$ cat src/rtl/core/mecanum_mix_pi_speed_control_defines.svh
// Assertion macros shared by the mecanum mixer and PI speed loop RTL.
// No dependencies; included by files that carry concurrent assertions.
`ifndef MECANUM_MIX_PI_SPEED_CONTROL_DEFINES_SVH
`define MECANUM_MIX_PI_SPEED_CONTROL_DEFINES_SVH

// Clocked assertion that is switched off while reset is held.
`define MMPSC_ASSERT_CLK(lbl, prop, msg) \
    lbl: assert property (@(posedge i_clk) disable iff (!i_rst_n) prop) else $error(msg);

// Clocked assertion that is also checked during reset.
`define MMPSC_ASSERT_ALWAYS(lbl, prop, msg) \
    lbl: assert property (@(posedge i_clk) prop) else $error(msg);

`endif

$ cat src/rtl/core/mmpsc_pkg.sv
// Package of the mecanum mixer and PI speed loop: widths, lane indices,
// register codes and the control structs. No dependencies.
package mmpsc_pkg;

    localparam int WHEEL_COUNT     = 4;
    localparam int DRIVE_LIMIT_DEF = 30000;
    localparam logic [14:0] INTEG_LIMIT_RESET = 15'd12000;

    localparam int CMD_W   = 15;
    localparam int SPEED_W = 16;
    localparam int SETPT_W = 17;
    localparam int ERR_W   = 18;
    localparam int DRIVE_W = 16;
    localparam int GAIN_W  = 16;
    localparam int LIMIT_W = 15;
    localparam int CFG_IDX_W  = 2;
    localparam int CFG_DATA_W = 16;

    // Wheel lane order.
    localparam int LANE_FR = 0;
    localparam int LANE_BR = 1;
    localparam int LANE_FL = 2;
    localparam int LANE_BL = 3;

    typedef enum logic [CFG_IDX_W-1:0] {
        CFG_PROP_GAIN   = 2'd0,
        CFG_INTEG_GAIN  = 2'd1,
        CFG_INTEG_LIMIT = 2'd2,
        CFG_UNUSED      = 2'd3
    } t_cfg_idx;

    typedef struct packed {
        logic [GAIN_W-1:0]  prop_gain;
        logic [GAIN_W-1:0]  integ_gain;
        logic [LIMIT_W-1:0] integ_limit;
    } t_gain_cfg;

    // Load strobes of the four pipeline stages, shared by all lanes.
    typedef struct packed {
        logic ld1;
        logic ld2;
        logic ld3;
        logic ld4;
    } t_lane_ctrl;

    typedef logic signed [SETPT_W-1:0] t_setpt;

endpackage

$ cat src/rtl/core/mmpsc_lane.sv
// One wheel PI lane: error, gain products, integrator update, drive clamp.
// Depends on mmpsc_pkg.
module mmpsc_lane #(
    parameter int DRIVE_LIMIT = mmpsc_pkg::DRIVE_LIMIT_DEF
) (
    input  logic                                  i_clk,
    input  logic                                  i_rst_n,
    input  mmpsc_pkg::t_lane_ctrl                 i_ctrl,
    input  mmpsc_pkg::t_gain_cfg                  i_cfg,
    input  mmpsc_pkg::t_setpt                     i_setpt,
    input  logic signed [mmpsc_pkg::SPEED_W-1:0]  i_speed,
    output logic signed [mmpsc_pkg::DRIVE_W-1:0]  o_drive
);

    localparam int PROD_W = mmpsc_pkg::ERR_W + mmpsc_pkg::GAIN_W + 1;
    localparam int SHR_W  = PROD_W - 8;
    localparam int ACC_W  = SHR_W + 1;
    localparam logic signed [ACC_W-1:0] DRV_MAX = ACC_W'(DRIVE_LIMIT);
    localparam logic signed [ACC_W-1:0] DRV_MIN = -DRV_MAX;

    logic signed [mmpsc_pkg::ERR_W-1:0]   r_err;
    logic signed [SHR_W-1:0]              r_pi_p;
    logic signed [SHR_W-1:0]              r_pi_i;
    logic signed [SHR_W-1:0]              r_pp3;
    logic signed [mmpsc_pkg::DRIVE_W-1:0] r_integ;
    logic signed [mmpsc_pkg::DRIVE_W-1:0] r_drive;

    logic signed [mmpsc_pkg::ERR_W-1:0]   n_err;
    logic signed [PROD_W-1:0]             n_prod_p;
    logic signed [PROD_W-1:0]             n_prod_i;
    logic signed [ACC_W-1:0]              n_acc;
    logic signed [ACC_W-1:0]              lim_pos;
    logic signed [ACC_W-1:0]              lim_neg;
    logic signed [mmpsc_pkg::DRIVE_W-1:0] n_integ;
    logic signed [ACC_W-1:0]              n_sum;
    logic signed [mmpsc_pkg::DRIVE_W-1:0] n_drive;

    assign n_err = mmpsc_pkg::ERR_W'(i_setpt) - mmpsc_pkg::ERR_W'(i_speed);

    // Gains are unsigned, so a zero bit on top makes them positive signed factors.
    assign n_prod_p = PROD_W'(r_err) * PROD_W'($signed({1'b0, i_cfg.prop_gain}));
    assign n_prod_i = PROD_W'(r_err) * PROD_W'($signed({1'b0, i_cfg.integ_gain}));

    assign lim_pos = $signed({{(ACC_W-mmpsc_pkg::LIMIT_W){1'b0}}, i_cfg.integ_limit});
    assign lim_neg = -lim_pos;
    assign n_acc   = ACC_W'(r_integ) + ACC_W'(r_pi_i);

    always_comb begin
        priority if (n_acc > lim_pos) begin
            n_integ = mmpsc_pkg::DRIVE_W'(lim_pos);
        end else if (n_acc < lim_neg) begin
            n_integ = mmpsc_pkg::DRIVE_W'(lim_neg);
        end else begin
            n_integ = mmpsc_pkg::DRIVE_W'(n_acc);
        end
    end

    // r_integ already holds this item's updated integrator when stage four loads.
    assign n_sum = ACC_W'(r_pp3) + ACC_W'(r_integ);

    always_comb begin
        priority if (n_sum > DRV_MAX) begin
            n_drive = mmpsc_pkg::DRIVE_W'(DRV_MAX);
        end else if (n_sum < DRV_MIN) begin
            n_drive = mmpsc_pkg::DRIVE_W'(DRV_MIN);
        end else begin
            n_drive = mmpsc_pkg::DRIVE_W'(n_sum);
        end
    end

    always_ff @(posedge i_clk) begin
        if (i_ctrl.ld1) begin
            r_err <= n_err;
        end
        if (i_ctrl.ld2) begin
            // Arithmetic shift right by eight rounds toward minus infinity.
            r_pi_p <= $signed(n_prod_p[PROD_W-1:8]);
            r_pi_i <= $signed(n_prod_i[PROD_W-1:8]);
        end
        if (i_ctrl.ld3) begin
            r_pp3 <= r_pi_p;
        end
        if (i_ctrl.ld4) begin
            r_drive <= n_drive;
        end
    end

    always_ff @(posedge i_clk) begin
        if (!i_rst_n) begin
            r_integ <= '0;
        end else if (i_ctrl.ld3) begin
            r_integ <= n_integ;
        end
    end

    assign o_drive = r_drive;

endmodule

$ cat config.mk
export PLATFORM = sky130hd
export DESIGN_NAME = mmpsc_lane
export DESIGN_NICKNAME = d
export VERILOG_FILES = /design/src/rtl/core/mecanum_mix_pi_speed_control_defines.svh /design/src/rtl/core/mmpsc_pkg.sv /design/src/rtl/core/mmpsc_lane.sv
export SDC_FILE = /design/constraint.sdc
export NUM_CORES = 2
export LEC_CHECK = 0
export BUFFER_PORTS_ARGS = -buffer_cell sky130_fd_sc_hd__buf_2
export CAP_MARGIN = 5
export CORE_MARGIN = 2
export CORE_UTILIZATION = 50
export DETAILED_ROUTE_END_ITERATION = 7
export PLACE_DENSITY = 0.66
export SLEW_MARGIN = 20
export SYNTH_ARGS = -nofsm -noshare
export SYNTH_HDL_FRONTEND = slang
export SYNTH_SLANG_ARGS = --single-unit
$ cat constraint.sdc
create_clock -name i_clk -period 8.7 [get_ports i_clk]
set_input_delay 0.435 -clock i_clk [delete_from_list [all_inputs] [get_ports i_clk]]
set_output_delay 0.435 -clock i_clk [all_outputs]
set_load 0.02 [all_outputs]
; Word level (Yosys, flattened, before mapping)
; Cells that the tools add are included.
[totals]
regBits = 131
in_bits = 86
out_inout_bits = 16
wordCells = 21
[op_classes]
addsub = 4
mul = 2
order_cmp = 4
muxes = 3
reduce_logical = 1
[op_table]
columns = op, count
row1 = 18-bit by 17-bit multiplier with 35-bit output, 2
row2 = 16-bit two-way mux, 3
row3 = 16-bit by 27-bit adder with 28-bit output, 1
row4 = 27-bit by 16-bit adder with 28-bit output, 1
row5 = 28-bit by 16-bit greater-than comparator with 1-bit output, 1
row6 = "28-bit by 16-bit greater-than comparator with 1-bit output, second input constant", 1
row7 = "28-bit by 16-bit less-than comparator with 1-bit output, second input constant", 1
row8 = 28-bit less-than comparator, 1
row9 = 15-bit negator with 28-bit output, 1
row10 = 17-bit by 16-bit subtractor with 18-bit output, 1
row11 = 2-bit OR reduction, 1

; Depth between registers and ports, before layout
[logic_depth]
word_depth = 4
mapped_depth = 25
mapped_depth_nobuf = 24

; Worst setup path after synthesis
; No wires, ideal clock.
[synth_timing]
path_kind = input port to flip-flop
startpoint = input port i_cfg[33] (netlist bit)
endpoint = register r_pi_p[26] (data pin)
setup_ns = 0.259
arrival_ns = 6.381
t_required_ns = 8.441
setup_slack_ns = 2.060
cell_stages = 23
n_path_buf = 2
path_cell_list = clkbuf_1 -> clkbuf_1 -> nand2_1 -> fa_1 -> fa_1 -> fa_1 -> fa_1 -> inv_1 -> fa_1 -> inv_1 -> fa_1 -> inv_1 -> ha_1 -> nand4_1 -> nor2_1 -> a2bb2oi_1 -> a31oi_1 -> o41a_1 -> o2111ai_1 -> a31oi_1 -> a311oi_1 -> nor2_1 -> a211o_1
[synth_via]
elab_chain_len = 1
[synth_lines]
columns = item, line_no
row1 = from (decl), mmpsc_lane.sv:9  ; input mmpsc_pkg::t_gain_cfg i_cfg,
row2 = 18-bit by 17-bit multiplier with 35-bit output, mmpsc_lane.sv:41  ; assign n_prod_p = PROD_W'(r_err) * PROD_W'($signed({1'b0, i_cfg.prop_gain}));
row3 = net n_prod_p[34], mmpsc_lane.sv:29  ; logic signed [PROD_W-1:0] n_prod_p;
row4 = to (signal assigned), mmpsc_lane.sv:77  ; r_pi_p <= $signed(n_prod_p[PROD_W-1:8]);
row5 = to (decl), mmpsc_lane.sv:22  ; logic signed [SHR_W-1:0] r_pi_p;
; The timed path passes the listed nets, and every way through them passes these cells.
; A chain may end at the register's enable or synchronous reset.

; Worst setup path after layout
[layout_timing]
startpoint = register r_err[17] (netlist bit)
endpoint = register r_pi_p[26] (data pin)
[layout_via]
elab_chain_len = 1
[layout_lines]
columns = item, line_no
row1 = from (decl), mmpsc_lane.sv:21  ; logic signed [mmpsc_pkg::ERR_W-1:0] r_err;
row2 = from (signal assigned), mmpsc_lane.sv:73  ; r_err <= n_err;
row3 = 18-bit by 17-bit multiplier with 35-bit output, mmpsc_lane.sv:41
row4 = net n_prod_p[34], mmpsc_lane.sv:29
; The timed path passes the listed nets, and every way through them passes these cells.

==> reports/qor.yml <==
r2r_end: "r_pi_p[26]"
cts_resized: 0
wire_per_inst_um: 17.1
drive_gt1_share_pct: 5.12
synth_flop_cell: "edfxtp_1"
avgViaCountPerCell: 5.25
syn_avg_cell_area_um2: 9.03
clock.fmax_ghz: 0.142
worstSetupStartpointType: "register"
syn_nets: 4429
min_to: "r_integ[0]"
cts_tree: "done"
syn-cell-area_um2: 31300
antenna_found_initial: 7
fin_crit_sh_pct: 81.2
reg2reg_from: "r_err[17]"
async_flop_share_pct: 0
hold_viol_final: 0
drv_cap: 0
clock_path_buffers: 2
cts_made_buffers: 17
vias: 22700
hold-path-cell-count: 3
min_path_type: "input pin to register"
coreArea_um2: 61800
hp-start: "i_rst_n"
setup_tns_ns: 0
skew_ns: 0.0219
final_nets: 4441
first_global_vias: 23400
ys_seq_area_share_pct: 12.0
cts_sinks: 131
insertion_delay_ns: 0.49
die_area_um2: 64700
drv_slew: 0
setup_viol: 0
cts_setup_buffers: 0
synthCells: 3470
crit_start: "r_err[17]"
initial_core_util_pct: 50.7
final_cell_mix: "803 x inv_1, 585 x fa_1, 416 x nand2_1"
reg2reg_slack_ns: 1.64
drtIter0Drc: 1349
area_growth_syn_to_layout_pct: 5.86
end_kind: "register"
critPathKind: "register to register"
grt_pass1_wl_um: 124000
rsz0062_at_grt: "false"
synth-edff-count: 115
grt_use_total_pct: 24.7
r2r_cells: 21
die_h_um: 254
chipWidth_um: 254
tightestPinTransition_ns: 1.02
ioPinCount: 102
drt-total-wl_um: 74100
port_buffers: 101
overflow: 0
required_ns: 8.91
relSlewSlack_pct: 31.7
drtAntennaViolNets: 0
ys_ff_latch: 131
grt_max_degree: 55
dp.final_hpwl_um: 61300
drt-pass1-iter-count: 5
critical_path_arrival_ns: 7.28
num_rows: 91
yosys_warnings: 0
cp_max_fo: 18
synth_cell_types: 76
cts-hold-fix-buffers: 0
cts-root-buf: "clkbuf_16"
htreeDepth: 4
gp_congestion: 0.893
clkSlewWorstSetupHoldPaths_ns: 0.06
outcome: "finished clean"
post-route-drc-count: 0
finalCriticalPeriod_ns: 7.06
final_common_cell: "inv_1"
-- logic make-up after synthesis --
logic type | synth area share (%)
AO/OA/AOI/OAI | 9.23
buffers and inverters | 11.3
adder cells (fa/ha/maj) | 48.9
XOR/XNOR | 3.16
multiplexers | 0.160
flip-flops | 12.0
AND/OR/NAND/NOR | 15.2
-- per-layer routing --
| metal | track usage [%] | vias to the layer above | part of all wire (%) |
|---|---|---|---|
| li1 | - | 10800 | - |
| met1 | 35.8 | 11200 | 47 |
| met2 | 39.1 | 601 | 45 |
| met3 | 3.56 | 89 | 5.7 |
| met4 | 6.40 | 4 | 2.4 |
| met5 | 0 | - | 0.027 |
-- worst max-delay path by stage --
stage	end	slack, ns	cells past startpoint
2_1_floorplan	r_pi_p[26]	2.06	23
3_3_place_gp	r_pi_p[26]	1.76	20
3_5_place_dp	r_pi_p[26]	1.65	20
4_1_cts	r_pi_p[26]	1.64	21
5_1_grt	r_pi_p[26]	1.09	19
6_report	r_pi_p[26]	1.64	21
-- sequential cells by signal, summed over array words and instances, names as in the netlist --
name / count
r_pi_i: 27
o_drive: 16
r_err: 18
r_integ: 16
r_pp3: 27
r_pi_p: 27
-- cell type report --
class                           instances  area [um2]
Fill cell                            5809       28700
Inverter                              804        3020
Antenna cell                            1        2.50
Clock inverter                         14         144
Multi-Input combinational cell       2399       24000
Timing Repair Buffer                  129         716
Sequential cell                       131        3770
Clock buffer                           18         429
Tap cell                              837        1050
-- cells in the mapped netlist (20+ instances only) --
master    number  share of area [%]
nor2_1       107                1.3
xnor2_1       81                2.3
nor2b_1       21               0.42
o211ai_1      37               0.89
o21a_1        20               0.48
nand4_1       21               0.42
a211oi_1      24               0.57
a21o_1        46                1.1
and2_1       246                4.9
nand2_1      416                5.0
o21ai_0       59               0.94
fa_1         585                 37
nor3_1        51               0.81
edfxtp_1     115                 11
clkbuf_1     129                1.5
nand3_1       24               0.38
inv_1        803                9.6
a21oi_1      114                1.8
xor2_1        32               0.89
ha_1         288                 11
-- through the flow --
stage,util (%),cells,cell area (um2),hold WS [ns],setup slack [ns]
6_report,53.7,4333,33200,0.280,1.64
5_1_grt,53.6,4332,33200,0.271,1.09
4_1_cts,53.6,4332,33200,0.233,1.64
3_5_place_dp,52.7,4300,32600,0.405,1.65
3_3_place_gp,52.7,4300,32600,0.403,1.76
2_1_floorplan,-,3470,31300,0.400,2.06
-- worst max-delay path: stages, from the launching register on --
cell	delay [ns]
edfxtp_1	0.85
buf_4	0.32
and2_1	0.19
inv_1	0.07
fa_1	0.55
fa_1	0.42
inv_1	0.37
fa_1	0.52
fa_1	0.50
fa_1	0.48
inv_1	0.05
fa_1	0.58
inv_1	0.07
ha_1	0.33
nand2_1	0.08
nand2_1	0.05
a21o_1	0.17
a21oi_1	0.15
o21ai_0	0.16
a311oi_1	0.45
nor2_1	0.14
a211o_1	0.29
Power is left out: the tool's default activity adds up to more than one toggle a clock period on the data nets, which glitch-free logic cannot reach.
