==> config.mk <==
export PLATFORM = sky130hd
export DESIGN_NAME = mmpsc_mixer
export DESIGN_NICKNAME = d
export VERILOG_FILES = /design/src/rtl/core/mecanum_mix_pi_speed_control_defines.svh /design/src/rtl/core/mmpsc_pkg.sv /design/src/rtl/core/mmpsc_mixer.sv
export SDC_FILE = /design/constraint.sdc
export NUM_CORES = 1
export LEC_CHECK = 0
export BUFFER_PORTS_ARGS = -buffer_cell sky130_fd_sc_hd__buf_2
export CORE_MARGIN = 5
export CORE_UTILIZATION = 62
export DETAILED_ROUTE_END_ITERATION = 7
export PLACE_DENSITY = 0.88
export SLEW_MARGIN = 20
export SYNTH_ARGS = -nofsm -noshare
export SYNTH_HDL_FRONTEND = slang
export SYNTH_SLANG_ARGS = --single-unit
==> constraint.sdc <==
create_clock -name vclk -period 6.4
set_input_delay 0.64 -clock vclk [all_inputs]
set_output_delay 0.64 -clock vclk [all_outputs]
set_load 0.01 [all_outputs]
==> src/rtl/core/mecanum_mix_pi_speed_control_defines.svh <==
// Assertion macros shared by the mecanum mixer and PI speed loop RTL.
// No dependencies; included by files that carry concurrent assertions.
`ifndef MECANUM_MIX_PI_SPEED_CONTROL_DEFINES_SVH
`define MECANUM_MIX_PI_SPEED_CONTROL_DEFINES_SVH

// Clocked assertion that is switched off while reset is held.
`define MMPSC_ASSERT_CLK(lbl, prop, msg) \
    lbl: assert property (@(posedge i_clk) disable iff (!i_rst_n) prop) else $error(msg);

// Clocked assertion that is also checked during reset.
`define MMPSC_ASSERT_ALWAYS(lbl, prop, msg) \
    lbl: assert property (@(posedge i_clk) prop) else $error(msg);

`endif

==> src/rtl/core/mmpsc_pkg.sv <==
// Package of the mecanum mixer and PI speed loop: widths, lane indices,
// register codes and the control structs. No dependencies.
package mmpsc_pkg;

    localparam int WHEEL_COUNT     = 4;
    localparam int DRIVE_LIMIT_DEF = 30000;
    localparam logic [14:0] INTEG_LIMIT_RESET = 15'd12000;

    localparam int CMD_W   = 15;
    localparam int SPEED_W = 16;
    localparam int SETPT_W = 17;
    localparam int ERR_W   = 18;
    localparam int DRIVE_W = 16;
    localparam int GAIN_W  = 16;
    localparam int LIMIT_W = 15;
    localparam int CFG_IDX_W  = 2;
    localparam int CFG_DATA_W = 16;

    // Wheel lane order.
    localparam int LANE_FR = 0;
    localparam int LANE_BR = 1;
    localparam int LANE_FL = 2;
    localparam int LANE_BL = 3;

    typedef enum logic [CFG_IDX_W-1:0] {
        CFG_PROP_GAIN   = 2'd0,
        CFG_INTEG_GAIN  = 2'd1,
        CFG_INTEG_LIMIT = 2'd2,
        CFG_UNUSED      = 2'd3
    } t_cfg_idx;

    typedef struct packed {
        logic [GAIN_W-1:0]  prop_gain;
        logic [GAIN_W-1:0]  integ_gain;
        logic [LIMIT_W-1:0] integ_limit;
    } t_gain_cfg;

    // Load strobes of the four pipeline stages, shared by all lanes.
    typedef struct packed {
        logic ld1;
        logic ld2;
        logic ld3;
        logic ld4;
    } t_lane_ctrl;

    typedef logic signed [SETPT_W-1:0] t_setpt;

endpackage

==> src/rtl/core/mmpsc_mixer.sv <==
// Mecanum mixing of strafe, drive and turn commands into four wheel setpoints.
// Depends on mmpsc_pkg.
module mmpsc_mixer (
    input  logic signed [mmpsc_pkg::CMD_W-1:0] i_strafe,
    input  logic signed [mmpsc_pkg::CMD_W-1:0] i_drive,
    input  logic signed [mmpsc_pkg::CMD_W-1:0] i_turn,
    output mmpsc_pkg::t_setpt                  o_setpt [mmpsc_pkg::WHEEL_COUNT]
);

    mmpsc_pkg::t_setpt s_ext;
    mmpsc_pkg::t_setpt d_ext;
    mmpsc_pkg::t_setpt h_ext;

    assign s_ext = mmpsc_pkg::SETPT_W'(i_strafe);
    assign d_ext = mmpsc_pkg::SETPT_W'(i_drive);
    assign h_ext = mmpsc_pkg::SETPT_W'(i_turn);

    // Three 15-bit terms always fit in 17 signed bits.
    assign o_setpt[mmpsc_pkg::LANE_FR] =  s_ext - d_ext + h_ext;
    assign o_setpt[mmpsc_pkg::LANE_BR] = -s_ext - d_ext + h_ext;
    assign o_setpt[mmpsc_pkg::LANE_FL] =  s_ext + d_ext + h_ext;
    assign o_setpt[mmpsc_pkg::LANE_BL] = -s_ext + d_ext + h_ext;

endmodule

After elaboration in Yosys (flattened, before gate mapping)
Cells that the tools add are included.

Register bits: 0. Input bits: 45. Output and inout port bits: 68.

$add $sub $neg: 9.

Operators by type and width (count): adder 17 x 15 -> 17 bit (3); adder 16 x 15 -> 17 bit (2); negation 15 -> 17 bit (1); subtractor 17 x 15 -> 17 bit (1); adder 15 x 15 -> 16 bit (1); subtractor 15 x 15 -> 16 bit (1).

Longest topological paths before layout
Gate-level depths: netlist (run 1).

Depth after elaboration: 3. Depth in mapped cells: 15. Gate-level depth less buffers: 15.

Worst setup path before layout (run 1)
Ideal clock, no wire load.

Path type: input to output. Start: in i_strafe[1] (netlist bit). End: out o_setpt[15] (netlist bit). Stages on the path: 15. Required time: 5.760 ns. Setup slack: 1.955 ns. Arrival time: 3.805 ns. Cells stage by stage: nor3_1 nand3_1 nor3_1 nand2_1 nor4_1 xnor2_1 fa_1 inv_1 ha_1 clkbuf_1 nand3_1 a2111oi_0 o31ai_1 nand2b_1 xor2_1.

RTL lines: start: declaration (line mmpsc_mixer.sv:4) `input logic signed [mmpsc_pkg::CMD_W-1:0] i_strafe,`; end: declaration (line mmpsc_mixer.sv:7) `output mmpsc_pkg::t_setpt o_setpt [mmpsc_pkg::WHEEL_COUNT]`.

==> results.md, run 1 <==
- Final core occ: 72.9%
- Port Buffers: 113
- I/O Pins: 113
- Compound-cell area share of the yosys netlist: 19.0%
- PostCTS Resize Cnt: 0
- Setup violations, final: 0
- Critical path buffers and inverters: 3
- Critical path data arrival time: 4.83 ns
- Post-placement cell count: 787
- Post-Synth Adder-Cell Area: 45.1%
- Worst hold path type: in2out
- Finished Cell Area: roughly 5300 sq um
- Most frequent cell after synthesis: inv_1
- Syn nets: 755
- Grt ovf: 0
- N_diodes: 0
- Status: completed
- Multi-input gate area: ~4100 sq um
- Post CTS Setup Buffer Count: 0
- Number of synthesis warnings: 0
- Synth Area in Simple Gates: 9.92%
- Syn Inst Count: 581
- Rel. slew slack: 38.2%
- Fin crit period: roughly 5.5 ns
- Die W: 96.4 um
- Synth Cell Area: 4630 sq um
- Crit-path leading delay family: simple AND/OR/NAND/NOR gates
- GRT Overall Usage: 24.2%
- Sequential cell count: 0
- Fraction of layout cells with a size suffix above 1: 17.4%
- Largest net degree at the start of global routing: 10
- Worst IR drop on VDD: 0.139 mV
- Multiplexer share of the synthesized area: 0%
- Critical Path RT: around 5.8 ns
- Commonest cells post-synth: inv_1, ha_1, fa_1
- Residual DRC: 0
- CP endpoint kind: primary output
- RSZ-0062 raised after global routing: no
- Slowest CP cell: a2111oi_0
- DP HPWL: between 10000 and 15000 um
- Least-Margin Pin Slew: 0.903 ns
- Critical path depth: 16
- Post-Synth XOR/XNOR Area: 13.6%
- Reg area: 0 sq um
- Yosys top cell by area: fa_1
- Leakage: a little under 3 nW
- Max Slew Vio Count: 0
- Number of vias per cell: 5.39
- DR pass1 iterations: 4
- CP startpoint: i_strafe[1]
- Cell Pwr Density: 208 nW/um^2
- Final Hold Viols: 0
- Core area: 7250 sq um
- First-pass GRT wire length: 18200 um
- Drt initial violations: 163
- Die Ht: 96.4 um
- Clock buffers: 0
- Cts hold-fix bufs: 0
- Sequential element share of the synthesized area: 0%
- WL final: 11000 um
- CP Class: in2out
- Endpoint of the most critical setup path: o_setpt[15]
- CP Launch Type: primary input
- Worst path cell trace: buf_2 -> nor3_1 -> nand3_1 -> nor3_1 -> nand2_1 -> nor4_1 -> xnor2_1 -> fa_1 -> inv_1 -> ha_1 -> nand3_1 -> a2111oi_0 -> o31ai_1 -> nand2b_1 -> xor2_1 -> buf_2
- Max Freq: between 150 and 200 MHz
- Initial antenna violation count: 0
- Final GP Congestion: 0.942
- Top cells by area, synth: fa_1, ha_1, inv_1
- Area grow syn2layout: 14.2%
- CP peak stage delay: roughly 0.63 ns
- Max cap viols: 0
- Antenna-violating nets left: 0
- Vias in the first global route: 4400
- WL/cell: 14.0 um
- Non-Filler Instances: 787
- # fillers: 602
- Via count: 4243
- Worst-path fanout max: 7
- Netlist cell types: 43
- Fin Setup TNS: 0 ns
- Die area: 9300 sq um
- Avg Inst Size Synth: 7.97 sq um
- Layout Nets: 864
- Largest family of logic cells by synthesized area: adder cells
- Row count: 31
- Fin crit share: 85.4%
- Yosys top cell area share: 27.2%
- Starting Density: 63.8%
- Placed instance area: 5290 sq um
==> how the worst min path moves through the flow <==
stage | from | endpoint | slack, ns | cells past startpoint
final | i_turn[0] | o_setpt[51] | 1.83 | 5
after global routing | i_turn[0] | o_setpt[34] | 1.89 | 5
after CTS | i_turn[0] | o_setpt[17] | 1.84 | 5
after detailed placement | i_turn[0] | o_setpt[17] | 1.84 | 5
after global placement | i_drive[0] | o_setpt[51] | 1.82 | 5
after floorplan | i_drive[0] | o_setpt[0] | 1.56 | 3
==> power breakdown <==
part           switching, mW  internal [mW]  leakage [nW]  total (mW)
registers                  0              0             0           0
logic                  0.619          0.478          2.91        1.10
clock network              0              0             0           0
total                  0.619          0.478          2.91        1.10
==> stage by stage <==
stage | setup slack (ns) | power, mW | hold slack (ns)
final | 0.934 | 1.10 | 1.83
after global routing | 0.644 | 1.22 | 1.89
after CTS | 1.06 | 1.10 | 1.84
after detailed placement | 1.10 | 1.10 | 1.84
after global placement | 1.44 | 1.07 | 1.82
after floorplan | 1.95 | 0.758 | 1.56
==> metal layers <==
layer,track usage (%),routed length [um],part of all wire [%],vias to the layer above
met2,47.2,5670,51,168
met1,28.5,4370,40,1968
met5,0,0,0,-
met4,6.66,284,2.6,0
met3,1.39,715,6.5,26
li1,-,-,-,2081
==> layout make-up <==
| class | instances | share of cell area, % |
|---|---|---|
| Inverter | 144 | 10.2 |
| Multi-Input combinational cell | 431 | 76.7 |
| Tap cell | 99 | 2.34 |
| Timing Repair Buffer | 113 | 10.7 |
==> cell families (layout without fill, tap and decap cells) <==
kind of cell,count (synthesis),in the layout
xor+xnor,70,70
fa+ha+maj,129,129
compound gates,137,137
simple gates,95,95
buf+inv,150,257
==> cells in the final DEF, fill, tap and decap left out, types with 17 or more instances in the layout <==
cell type	n
xor2_1	24
a21oi_1	44
nor2_1	31
o21ai_0	24
a21o_1	21
nand2_1	17
inv_1	144
fa_1	63
xnor2_1	45
ha_1	66
buf_2	113
Power figures use the tool's default switching activity.
==> inputs of run 2 (changes only) <==
Settings changed: CELL_PAD_IN_SITES_DETAIL_PLACEMENT from default to 2, CELL_PAD_IN_SITES_GLOBAL_PLACEMENT from default to 2, CORE_UTILIZATION 62 to 35, PLACE_DENSITY 0.88 to 0.87.
==> run 2 against run 1 <==
Global-route usage fell by 4.8 points. Final cell count rose by 9.9%. Clock-buffer cell count is the same. Highest routed layer unchanged. Worst setup slack got worse by 0.015 ns. Core utilization shrank 32 points. First-iteration DRC count decreased by 52%. Die area rose by 68%. Critical path type unchanged. Flip-flop and latch count did not move. Worst hold slack better by 0.0051 ns.
==> results.md, run 2 (synthesized netlist as in run 1, its figures left out) <==
- Final core occ: 41.2% (-32 points)
- Sequential cell count: 0 (unchanged)
- Die W: 125 um (+30%)
- Row count: 42 (+35%)
- Number of vias per cell: 5.00 (-7.3%)
- Via count: 4322 (+1.9%)
- Commonest non-fill, non-tap cell in the layout: inv_1
- Most frequent cells in the layout: inv_1, buf_2, ha_1
- Layout Nets: 864 (unchanged)
- Starting Density: 35.4% (-28 points)
- Least-Margin Pin Slew: 1.06 ns (+0.153 ns)
- Fin Setup TNS: 0 ns (unchanged)
- Max Freq: 182 MHz (-0.27%)
- Finished Cell Area: 5390 sq um (+1.9%)
- Multi-input gate area: 4060 sq um (unchanged)
- DP HPWL: 14300 um (+42%)
- Crit-path leading delay family: simple AND/OR/NAND/NOR gates
- Cell Pwr Density: 214 nW/um^2 (+3.1%)
- Residual DRC: 0 (unchanged)
- Post-placement cell count: 864 (+9.8%)
- Critical path data arrival time: 4.84 ns (about the same)
- Port Buffers: 113 (unchanged)
- Fin crit period: 5.48 ns (+0.0149 ns)
- # fillers: 1602 (+170%)
- Largest net degree at the start of global routing: 10 (unchanged)
- Slowest CP cell: a2111oi_0
- CP Class: in2out
- Critical path buffers and inverters: 3 (unchanged)
- Grt ovf: 0 (unchanged)
- Die Ht: 125 um (+30%)
- Hold EP: o_setpt[51]
- Antenna-violating nets left: 0 (unchanged)
- Final GP Congestion: 0.867 (-8.0%)
- Fin crit share: 85.6% (+0.23 points)
- Clock buffers: 0 (unchanged)
- RSZ-0062 raised after global routing: no
- Max Slew Vio Count: 0 (unchanged)
- Reg area: 0 sq um (unchanged)
- Rel. slew slack: 27.8% (-10 points)
- Post CTS Setup Buffer Count: 0 (unchanged)
- I/O Pins: 113 (unchanged)
- PostCTS Resize Cnt: 0 (unchanged)
- Vias in the first global route: 5089 (+16%)
- Area grow syn2layout: 16.3%
- Non-Filler Instances: 865 (+9.9%)
- CP peak stage delay: 0.57 ns (-0.06 ns)
- Worst path cell trace: buf_2 -> nor3_1 -> nand3_1 -> nor3_1 -> nand2_1 -> nor4_1 -> xnor2_1 -> fa_1 -> inv_1 -> ha_1 -> nand3_1 -> a2111oi_0 -> o31ai_1 -> nand2b_1 -> xor2_1 -> buf_2
- Drt initial violations: 79 (-52%)
- DR pass1 iterations: 4 (unchanged)
- Final Hold Viols: 0 (unchanged)
- Cts hold-fix bufs: 0 (unchanged)
- WL/cell: 17.7 um (+26%)
- Core area: 13100 sq um (+80%)
- Die area: 15600 sq um (+68%)
- First-pass GRT wire length: 25400 um (+40%)
- Worst hold path type: in2out
- Leakage: 2.91 nW (unchanged)
- CP Launch Type: primary input
- Placed instance area: 5380 sq um (+1.8%)
- CP endpoint kind: primary output
- Hold Path Stages: 5 (unchanged)
- Initial antenna violation count: 0 (unchanged)
- GRT Overall Usage: 19.4% (-4.8 points)
- Worst-path fanout max: 7 (unchanged)
- Setup violations, final: 0 (unchanged)
- Worst IR drop on VDD: 0.102 mV (-26%)
- WL final: 15300 um (+39%)
- Hold_sp: i_drive[0]
- Fraction of layout cells with a size suffix above 1: 17.4% (unchanged)
- Status: completed
- Critical Path RT: 5.76 ns (about the same)
- Max cap viols: 0 (unchanged)
## run 2: changes by cell type in the layout (fill, tap and decap cells not counted)
| cell | previous run | this run |
|---|---|---|
| diode_2 | 0 | 1 |
## run 2: power by group
part / switching (mW) / internal [mW] / total [mW] / leakage, nW
logic: 0.670 / 0.482 / 1.15 / 2.91
registers: 0 / 0 / 0 / 0
clock network: 0 / 0.0000000209 / 0.0000000210 / 0.00000634
total: 0.670 / 0.482 / 1.15 / 2.91
## run 2: cell type report
class	instances	share of cell area (%)
tap	176	4.09
timing repair buffer	113	10.5
antenna	1	0.0465
multi-input combinational	431	75.3
inverter	144	10.0
## run 2: worst max-delay path by stage
stage               depth (start not counted)     endpoint   startpoint
floorplan                                  15  o_setpt[15]  i_strafe[1]
global placement                           16  o_setpt[15]  i_strafe[1]
detailed placement                         16  o_setpt[15]  i_strafe[1]
CTS                                        16  o_setpt[15]  i_strafe[1]
global route                               16  o_setpt[15]  i_strafe[1]
finish                                     16  o_setpt[15]  i_strafe[1]
## run 2: stage by stage
stage / total power, mW / hold slack (ns) / worst slack [ns]
after floorplan: 0.758 / 1.56 / 1.95
after global placement: 1.11 / 1.82 / 1.31
after detailed placement: 1.17 / 1.85 / 0.971
after CTS: 1.18 / 1.85 / 0.914
after global routing: 1.29 / 1.90 / 0.442
final: 1.15 / 1.84 / 0.919
## run 2: layer usage
metal	track usage (%)	wire length, um	share of wire [%]
met2	41.1	8770	57
met5	0	0	0
met4	1.15	107	0.70
met3	1.11	466	3.0
met1	21.9	5970	39
==> inputs of run 3 (changes only) <==
Clock period 6.4 ns to 6.6 ns, I/O delays scaled along.
==> run 3 against run 2 <==
First-iteration DRC count is 42% higher. Critical path depth stayed put. Die area stayed put. Largest power group unchanged. Clock-buffer cell count stayed put. Via count is 0.42% higher. Wire length hardly changed. Non-clock buffer count stayed put. Sequential share of layout area stayed put. Design area hardly changed. Largest cell class unchanged. Core utilization hardly changed. Total power is 2.8% lower. Combinational power hardly changed.
==> results.md, run 3 (synthesized netlist as in run 1, its figures left out) <==
- Fin Setup TNS: 0 ns (unchanged)
- Final GP Congestion: 0.867 (about the same)
- CP endpoint kind: primary output
- Leakage: 2.91 nW (unchanged)
- Die Ht: 125 um (unchanged)
- Status: completed
- Slowest CP cell: a2111oi_0
- Post CTS Setup Buffer Count: 0 (unchanged)
- Area grow syn2layout: 16.2% (about the same)
- DP HPWL: 14300 um (+0.15%)
- # fillers: 1568 (-2.1%)
- Rel. slew slack: 32.6% (+4.9 points)
- WL final: 15300 um (about the same)
- Pre-CTS worst setup slack: 1.10 ns (+0.130 ns)
- Commonest non-fill, non-tap cell in the layout: inv_1
- Antenna-violating nets left: 0 (unchanged)
- PostCTS Resize Cnt: 0 (unchanged)
- Critical Path RT: 5.94 ns (+0.18 ns)
- Worst-path fanout max: 7 (unchanged)
- Port Buffers: 113 (unchanged)
- Cell Pwr Density: 208 nW/um^2 (-2.8%)
- Worst hold path type: in2out
- Placed instance area: 5380 sq um (unchanged)
- Sequential cell count: 0 (unchanged)
- Critical path data arrival time: 4.96 ns (+0.12 ns)
- WL/cell: 17.7 um (about the same)
- Cts hold-fix bufs: 0 (unchanged)
- Fin crit share: 85.1%
- Fin crit period: 5.62 ns
- Number of vias per cell: 5.02 (+0.53%)
- Max Freq: 178 MHz
- RSZ-0062 raised after global routing: no
- Final Hold Viols: 0 (unchanged)
- Least-Margin Pin Slew: 0.985 ns (-0.0710 ns)
- Row count: 42 (unchanged)
- CP Class: in2out
- Max Slew Vio Count: 0 (unchanged)
- Worst setup margin: 0.983 ns (+0.0644 ns)
- Fraction of layout cells with a size suffix above 1: 17.4% (unchanged)
- Worst path cell trace: buf_2 -> nor3_1 -> nand3_1 -> nor3_1 -> nand2_1 -> nor4_1 -> xnor2_1 -> fa_1 -> inv_1 -> ha_1 -> nand3_1 -> a2111oi_0 -> o31ai_1 -> nand2b_1 -> xor2_1 -> buf_2
- N_diodes: 0 (-1)
- Max cap viols: 0 (unchanged)
- Die W: 125 um (unchanged)
- Crit-path leading delay family: simple AND/OR/NAND/NOR gates
- Final core occ: 41.1% (about the same)
- GRT Overall Usage: 19.4% (-0.053 points)
- Vias in the first global route: 5160 (+1.4%)
- Worst IR drop on VDD: 0.0995 mV (-2.5%)
- Largest net degree at the start of global routing: 10 (unchanged)
- Clock buffers: 0 (unchanged)
- Starting Density: 35.4% (unchanged)
- Via count: 4340 (+0.42%)
- Finished Cell Area: 5380 sq um (about the same)
- Grt ovf: 0 (unchanged)
- CP peak stage delay: 0.60 ns (+0.03 ns)
- Residual DRC: 0 (unchanged)
- I/O Pins: 113 (unchanged)
- Drt initial violations: 112 (+42%)
- DR pass1 iterations: 4 (unchanged)
- Pwr Total: 1.12 mW (-2.8%)
- Layout Nets: 864 (unchanged)
- Initial antenna violation count: 0 (unchanged)
- CP Launch Type: primary input
- Setup violations, final: 0 (unchanged)
- Die area: 15600 sq um (unchanged)
- Reg area: 0 sq um (unchanged)
- Core area: 13100 sq um (unchanged)
- Most frequent cells in the layout: inv_1, buf_2, ha_1
- Critical path buffers and inverters: 3 (unchanged)
- First-pass GRT wire length: 25300 um (-0.44%)
-- run 3: cell count changes in the layout (fill, tap and decap cells not counted), sizes merged --
cell | previous run | this run
diode | 1 | 0
-- run 3: tightest hold or removal path, cell delays in order --
cell   delay, ns
buf_2       0.12
inv_1       0.07
fa_1        0.17
inv_1       0.07
buf_2       0.14
-- run 3: area by class of cell --
type               count  area (sq um)  area share, %
multi-input cells    431          4060           75.4
repair buffers       113           566           10.5
inverters            144           541           10.0
well taps            176           220           4.09
-- run 3: per-layer routing --
| metal | track usage, % | part of all wire [%] | wire, um |
|---|---|---|---|
| met4 | 2.23 | 1.3 | 200 |
| met1 | 21.7 | 39 | 6010 |
| met3 | 0.938 | 2.7 | 414 |
| met5 | 0 | 0 | 0 |
| met2 | 40.8 | 57 | 8680 |
-- run 3: power by group --
part / switching, mW / total, mW / internal [mW] / leakage [nW]
combinational: 0.652 / 1.12 / 0.468 / 2.91
clock: 0 / 0 / 0 / 0
sequential: 0 / 0 / 0 / 0
-- run 3: final timing paths --
| path | from | endpoint | slack (ns) | cells past startpoint |
|---|---|---|---|---|
| worst max-delay path | i_strafe[1] | o_setpt[15] | 0.98 | 16 |
| worst min-delay path | i_drive[0] | o_setpt[51] | 1.88 | 5 |
-- run 3: stage by stage --
step / hold slack [ns] / instances
6_report: 1.88 / 864
5_1_grt: 1.93 / 864
4_1_cts: 1.89 / 864
3_5_place_dp: 1.89 / 864
3_3_place_gp: 1.86 / 864
2_1_floorplan: 1.60 / 581
